<file path="src/design/l3e_pkg.sv">
// ----------------------------------------------------------------------------
// l3e_pkg
// Types and constants of the 3x3 Laplacian edge filter.
// ----------------------------------------------------------------------------
package l3e_pkg;

   localparam int MAX_WIDTH_DEF = 2048;
   localparam int PIX_W         = 8;
   localparam int ROW_W         = 12;
   localparam int OUT_COL_W     = 11;
   localparam int CFG_W_W       = 12;
   localparam int CFG_H_W       = 13;
   localparam int CSR_ADDR_W    = 2;
   localparam int CSR_DATA_W    = 13;
   localparam int REQ_DATA_W    = 8;
   localparam int RSP_DATA_W    = 32;

   localparam logic [CFG_W_W-1:0] WIDTH_RESET  = 12'd640;
   localparam logic [CFG_H_W-1:0] HEIGHT_RESET = 13'd480;
   localparam logic [CFG_H_W-1:0] HEIGHT_LIMIT = 13'd4096;
   localparam int                 MIN_DIM      = 3;

   localparam logic [CSR_ADDR_W-1:0] CSR_IMAGE_WIDTH  = 2'd0;
   localparam logic [CSR_ADDR_W-1:0] CSR_IMAGE_HEIGHT = 2'd1;

   typedef logic [PIX_W-1:0] pixel_type;

   // one window column: rows r-2, r-1, r
   typedef struct packed {
      pixel_type top;
      pixel_type mid;
      pixel_type bot;
   } column_type;

   // line store entry: line r-1 and line r-2 at one column
   typedef struct packed {
      pixel_type middle;
      pixel_type upper;
   } line_entry_type;

endpackage

</file>
<file path="src/design/l3e_tap_cell.sv">
// ----------------------------------------------------------------------------
// l3e_tap_cell
// One column of the 3x3 window; takes a column and hands it to its neighbor.
// ----------------------------------------------------------------------------
module l3e_tap_cell (
   input  logic                clock,
   input  logic                reset,
   input  logic                shift,
   input  l3e_pkg::column_type col_i,
   output l3e_pkg::column_type col_o
);

   l3e_pkg::column_type col_ff;
   l3e_pkg::column_type col_in;

   always_comb begin
      col_in = shift ? col_i : col_ff;
   end

   always_ff @(posedge clock) begin
      if (reset) begin
         col_ff <= '0;
      end else begin
         col_ff <= col_in;
      end
   end

   assign col_o = col_ff;

endmodule

</file>
<file path="config.mk">
export PLATFORM = sky130hd
export DESIGN_NAME = l3e_tap_cell
export DESIGN_NICKNAME = d
export VERILOG_FILES = /design/src/design/l3e_pkg.sv /design/src/design/l3e_tap_cell.sv
export SDC_FILE = /design/constraint.sdc
export NUM_CORES = 1
export LEC_CHECK = 0
export ABC_CLOCK_PERIOD_IN_PS = 1700
export BUFFER_PORTS_ARGS = -buffer_cell sky130_fd_sc_hd__buf_4
export CORE_UTILIZATION = 25
export DETAILED_ROUTE_END_ITERATION = 7
export GPL_TIMING_DRIVEN = 0
export PLACE_DENSITY = 0.54
export SLEW_MARGIN = 20
export SYNTH_ARGS = -nofsm -noshare
export SYNTH_HDL_FRONTEND = slang
export SYNTH_SLANG_ARGS = --single-unit
</file>
<file path="constraint.sdc">
create_clock -name clock -period 1.7 [get_ports clock]
set_input_delay 0.51 -clock clock [delete_from_list [all_inputs] [get_ports clock]]
set_output_delay 0.51 -clock clock [all_outputs]
set_load 0.05 [all_outputs]
</file>
==> impl_metrics.yaml, run 1 <==
run_status:
  status: "completed"
yosys:
  synth_flop_cell: "dfxtp_1"
  yosys_register_bits: 24
  synth_top_area_share_pct: 55.3
  synth_area_sq_um: 870
  synth-async-reset-ratio_pct: 0
  synth-edff-count: 0
  synth.distinct_cells: 6
  synth_warnings: 0
  synth_common_cells: "dfxtp_1, mux2i_1, nor2_1"
  yosys.area.top_type: "dfxtp_1"
  syn_avg_cell_area_sq_um: 11.3
  ys_top_cells_by_area: "dfxtp_1, mux2i_1, nor2_1, buf_12, buf_6"
  seq_area_frac_synth_pct: 55.3
  synth.net_count: 104
  synthCells: 77
pwr:
  power_mw: 1.15
  netSwitchingPower_mw: 0.348
  seqPwrFrac_pct: 53.4
  powerDensity_mw_per_mm2: 872
  vdd_drop_max_v: 0.000382
  clkPwrFrac_pct: 20.5
  pwr-share-comb_pct: 26.2
  swShare_pct: 30.3
  leakage_nw: 0.670
  p_int_mw: 0.801
floorplanning:
  ioPinCount: 51
  start_util_pct: 26.1
  core_sq_mm: 0.00334
  fp.dieH_um: 61.0
  dieArea_sq_mm: 0.00372
  fp.dieW_um: 61.0
  placementRows: 21
timing:
  layout_min_cycle_time_ns: 1.38
  finalHoldWorstSlack_ns: 0.393
  tightest_slew_ns: 0.451
  timing.fmax_mhz: 727
  slew_headroom_pct: 69.9
  setup_tns_ns: 0
  min_period_over_period_pct: 81.0
  rsz0062_at_grt: "no"
  maxSlewViolCount: 0
  finalClockSkew_ns: 0
  hold_viol: 0
  setup_viol: 0
cts:
  post-cts-setup-buffers: 0
  clock_latency_ns: 0.30
  clkTransAtPathRegs_ns: 0.12
  cts_buffers: 3
  cts_resized: 0
  cts-root-buf: "clkbuf_4"
  cts-hold-fix-buffers: 0
  clockBufferDepth: 2
  cts_sinks: 24
  cts_tree: "built"
  htreeDepth: 1
layout:
  antenna-diode-count: 0
  final_nets: 158
  largest_register_ffs: 24
  drive_gt1_share_pct: 42.6
  area_growth_pct: 51.5
setup_path:
  cp_top_family: "flip-flops"
  cp.required_ns: 1.19
  r2r_setup_slack_ns: 1.07
  worstReg2RegStart: "col_o[22]"
  crit_arrival_ns: 0.87
  endpoint_kind: "output pin"
  critPathSlowestCell: "dfxtp_1"
  crit_chain: "buf_4"
  slowest_delay_ns: 0.36
  rr_worst_depth: 2
  setup.worst_path.class: "flop to output pin"
  critPathMaxFanout: 2
  r2r-end: "col_o[22]"
  critical_path_buf_inv_count: 1
  worstSetupStartpointType: "flop"
detailed_routing:
  firstDrtPassIters: 3
  num_vias: 714
  drt_iter0_drc: 6
  totalWireLength_um: 1850
  ant_nets: 0
  avgRoutedWirePerCell_um: 10.5
  drc_errors: 0
  via_per_inst: 4.08
grt:
  grt_pass1_wl_um: 2730
  overflow: 0
  grt.total_usage_pct: 9.98
  first_global_vias: 635
  antenna_found_initial: 0
  grt_max_degree: 13
min_path:
  min_from: "reset"
  min_to: "col_o[21]"
  worst_hold_path_type: "input pin to flop"
  whs_path_depth: 2
run:
  cap_violations: 0
placement:
  place_congestion: 0.613
  hpwl_um: 1470
  io_buffer_count: 49
## logic make-up after synthesis
group | synth area share, %
and+or+nand+nor | 10.4
DFF | 55.3
buffers and inverters | 6.76
muxes | 27.6
## per-layer routing
metal	global-route usage, %	wire length (um)	up-vias	part of all wire [%]
met2	17.3	989	19	54
li1	-	-	358	-
met4	2.92	15	0	0.81
met3	3.20	66	2	3.6
met5	0	0	-	0
met1	11.8	774	335	42
## placed cells by master (no fill, tap or decap)
cell      netlist  final
dfxtp_1        24     24
clkbuf_4        0      3
buf_4           0     49
buf_12          2      2
mux2i_1        24     24
buf_6           1      1
nor2_1         24     24
clkbuf_1        2      2
## power groups by stage
stage | clock network, mW | logic (mW) | registers [mW]
after floorplan | 0 | 0.0764 | 0.741
after global placement | 0 | 0.300 | 0.624
after detailed placement | 0 | 0.304 | 0.626
after CTS | 0.257 | 0.304 | 0.614
after global routing | 0.286 | 0.319 | 0.618
final | 0.235 | 0.301 | 0.613
## metrics by stage
stage | cells | utilization (%) | instance area [sq um] | setup slack [ns]
finish | 175 | 39.5 | 1320 | 0.324
floorplan | 77 | - | 870 | 0.588
global placement | 172 | 38.8 | 1290 | 0.485
detailed placement | 172 | 38.8 | 1290 | 0.465
CTS | 175 | 39.5 | 1320 | 0.302
global route | 175 | 39.5 | 1320 | 0.246
## layout make-up
type / count / area, sq um
Clock buffer: 3 / 22.5
Sequential cell: 24 / 480
Buffer: 5 / 58.8
Multi-Input combinational cell: 48 / 330
Fill cell: 350 / 2020
Tap cell: 46 / 57.6
Timing Repair Buffer: 49 / 368
## worst max path at each step
stage,from,endpoint,slack (ns),depth (start not counted)
5_1_grt,col_o[0],col_o[0],0.25,1
6_report,col_o[3],col_o[3],0.32,1
4_1_cts,col_o[0],col_o[0],0.30,1
3_3_place_gp,reset,col_o[11],0.49,3
3_5_place_dp,reset,col_o[17],0.46,3
2_1_floorplan,col_o[0],col_o[0],0.59,0
Power figures use the tool's default switching activity.
==> run 2: changes to the inputs <==
--- a/config.mk
+++ b/config.mk
@@ -5,12 +5,13 @@
 export SDC_FILE = /design/constraint.sdc
 export NUM_CORES = 1
 export LEC_CHECK = 0
-export ABC_CLOCK_PERIOD_IN_PS = 1700
+export ABC_AREA = 1
+export ABC_CLOCK_PERIOD_IN_PS = 1270
 export BUFFER_PORTS_ARGS = -buffer_cell sky130_fd_sc_hd__buf_4
 export CORE_UTILIZATION = 25
 export DETAILED_ROUTE_END_ITERATION = 7
 export GPL_TIMING_DRIVEN = 0
-export PLACE_DENSITY = 0.54
+export PLACE_DENSITY = 0.52
 export SLEW_MARGIN = 20
 export SYNTH_ARGS = -nofsm -noshare
 export SYNTH_HDL_FRONTEND = slang
==> constraint.sdc (replaced) <==
create_clock -name clock -period 1.27 [get_ports clock]
set_input_delay 0.381 -clock clock [delete_from_list [all_inputs] [get_ports clock]]
set_output_delay 0.381 -clock clock [all_outputs]
set_load 0.05 [all_outputs]
==> run 2 against run 1 <==
Net effect: synthesized area increased by 13%; critical path depth unchanged; core utilization decreased by 0.36 points; first-iteration DRC count increased to 3.5 times the previous value; final cell count increased by 44%; routed wire length increased by 15%; design area increased by 10%; via count increased by 32%; global-route usage increased by 0.74 points; clock power increased by 86%.
==> impl_metrics.yaml, run 2 <==
detailed_routing:
  num_vias: 945
  totalWireLength_um: 2130
  drc_errors: 0
  drt_iter0_drc: 21
  ant_nets: 0
  avgRoutedWirePerCell_um: 8.46
  firstDrtPassIters: 4
  via_per_inst: 3.75
cts:
  clock_latency_ns: 0.26
  clockBufferDepth: 2
  cts-root-buf: "clkbuf_8"
  htreeDepth: 1
  cts_tree: "built"
  cts-hold-fix-buffers: 0
  cts_resized: 0
  clkTransAtPathRegs_ns: 0.08
  cts_sinks: 24
  post-cts-setup-buffers: 0
  cts_buffers: 3
floorplanning:
  fp.dieW_um: 64.8
  dieArea_sq_mm: 0.00419
  placementRows: 22
  start_util_pct: 26.5
  core_sq_mm: 0.00372
  fp.dieH_um: 64.8
  ioPinCount: 51
setup_path:
  worstSetupStartpointType: "flop"
  rr_worst_depth: 2
  worstReg2RegStart: "col_o[21]"
  endpoint_kind: "output pin"
  critical_path_buf_inv_count: 1
  r2r_setup_slack_ns: 0.71
  critPathSlowestCell: "dfxtp_1"
  r2r-end: "col_o[21]"
  cp.depth: 1
  slowest_delay_ns: 0.35
  cp-endpoint: "col_o[15]"
  setup.worst_path.class: "flop to output pin"
  crit_arrival_ns: 0.82
  crit_start: "col_o[15]"
  cp.required_ns: 0.89
  cp_top_family: "flip-flops"
  critPathMaxFanout: 2
  crit_chain: "buf_4"
pwr:
  leakage_nw: 0.853
  powerDensity_mw_per_mm2: 1190
  vdd_drop_max_v: 0.000502
timing:
  layout_min_cycle_time_ns: 1.20
  slew_headroom_pct: 87.5
  min_period_over_period_pct: 94.4
  timing.fmax_mhz: 834
  rsz0062_at_grt: "no"
  setup_viol: 0
  finalClockSkew_ns: 0
  setup_tns_ns: 0
  maxSlewViolCount: 0
  tightest_slew_ns: 0.187
  hold_viol: 0
yosys:
  synth_area_sq_um: 985
  synth.net_count: 179
  seq_area_frac_synth_pct: 48.8
  yosys.area.top_type: "dfxtp_1"
  synth-xor-area-share_pct: 0
  synth_warnings: 0
  synthSimpleGateAreaFrac_pct: 36.6
  syn_avg_cell_area_sq_um: 6.48
  synth.distinct_cells: 7
  synth_flop_cell: "dfxtp_1"
  synthCells: 152
  synth-edff-count: 0
  synth-compound-area-share_pct: 0
  synth-async-reset-ratio_pct: 0
  muxShareOfSynthArea_pct: 0
  synth_top_area_share_pct: 48.8
  ys_top_cells_by_area: "dfxtp_1, nand2_1, nor2_1, inv_1, buf_6"
  synth_fa_ha_area_share_pct: 0
  synth_top_family_by_area: "simple AND/OR/NAND/NOR gates"
  yosys_register_bits: 24
  synth_common_cells: "nand2_1, nor2_1, inv_1"
layout:
  final_nets: 233
  layout_common_cells: "buf_4, nor2_1, nand2_1, inv_1, dfxtp_1"
  drive_gt1_share_pct: 28.9
  largest_register_ffs: 24
  area_growth_pct: 47.6
  final_common_cell: "buf_4"
  antenna-diode-count: 0
  post-route-util_pct: 39.1
grt:
  grt_pass1_wl_um: 3420
  grt.total_usage_pct: 10.7
  antenna_found_initial: 0
  overflow: 0
  grt_max_degree: 13
  first_global_vias: 780
run:
  cap_violations: 0
placement:
  io_buffer_count: 49
  hpwl_um: 1590
  place_congestion: 0.638
run_status:
  status: "completed"
min_path:
  worst_hold_path_type: "input pin to flop"
[run 2: final cells by class]
type | instances | area, sq um
fillers | 426 | 2260
clock buffers | 3 | 41.3
repair buffers | 49 | 368
plain buffers | 7 | 50.0
inverters | 25 | 93.8
well taps | 48 | 60.1
flip-flops and latches | 24 | 480
multi-input cells | 96 | 360
[run 2: cell families (layout without fill, tap and decap cells)]
kind of cell / count (synthesis) / count (layout)
AND/OR/NAND/NOR: 96 / 96
buffers and inverters: 32 / 84
flip-flops: 24 / 24
[run 2: worst reg2reg max path, cell delays in order, from the launching register on]
cell	delay, ns
dfxtp_1	0.32
nor2_1	0.10
nor2_1	0.05
[run 2: routing by layer]
layer  share of wire (%)  up-vias  GRT usage (%)
met5                   0        -              0
met4                 1.6        0           5.00
met3                 6.9        2           3.35
met2                  44       31           15.9
met1                  48      383           14.0
li1                    -      529              -
[run 2: report_power, final]
group | internal [mW] | switching [mW]
registers | 0.805 | 0.0278
clock network | 0.212 | 0.225
logic | 0.170 | 0.296
[run 2: worst min path at each step]
stage                    from         to  slack, ns  depth (start not counted)
detailed placement  col_o[18]  col_o[18]       0.46                          2
global placement     col_o[8]   col_o[8]       0.46                          2
finish              col_i[16]  col_o[16]       0.40                          5
CTS                  col_i[0]   col_o[0]       0.39                          5
global route        col_i[21]  col_o[21]       0.40                          5
floorplan            col_i[0]   col_o[0]       0.57                          4
[run 2: through the flow]
step,hold WS [ns],power [mW],cell area [sq um],instances,setup WS [ns]
after floorplan,0.569,1.15,985,152,0.286
after global placement,0.462,1.32,1410,249,0.134
after detailed placement,0.463,1.32,1410,249,0.132
after CTS,0.393,1.76,1450,252,0.0608
after global routing,0.397,1.85,1450,252,0.0153
final,0.401,1.74,1450,252,0.0706
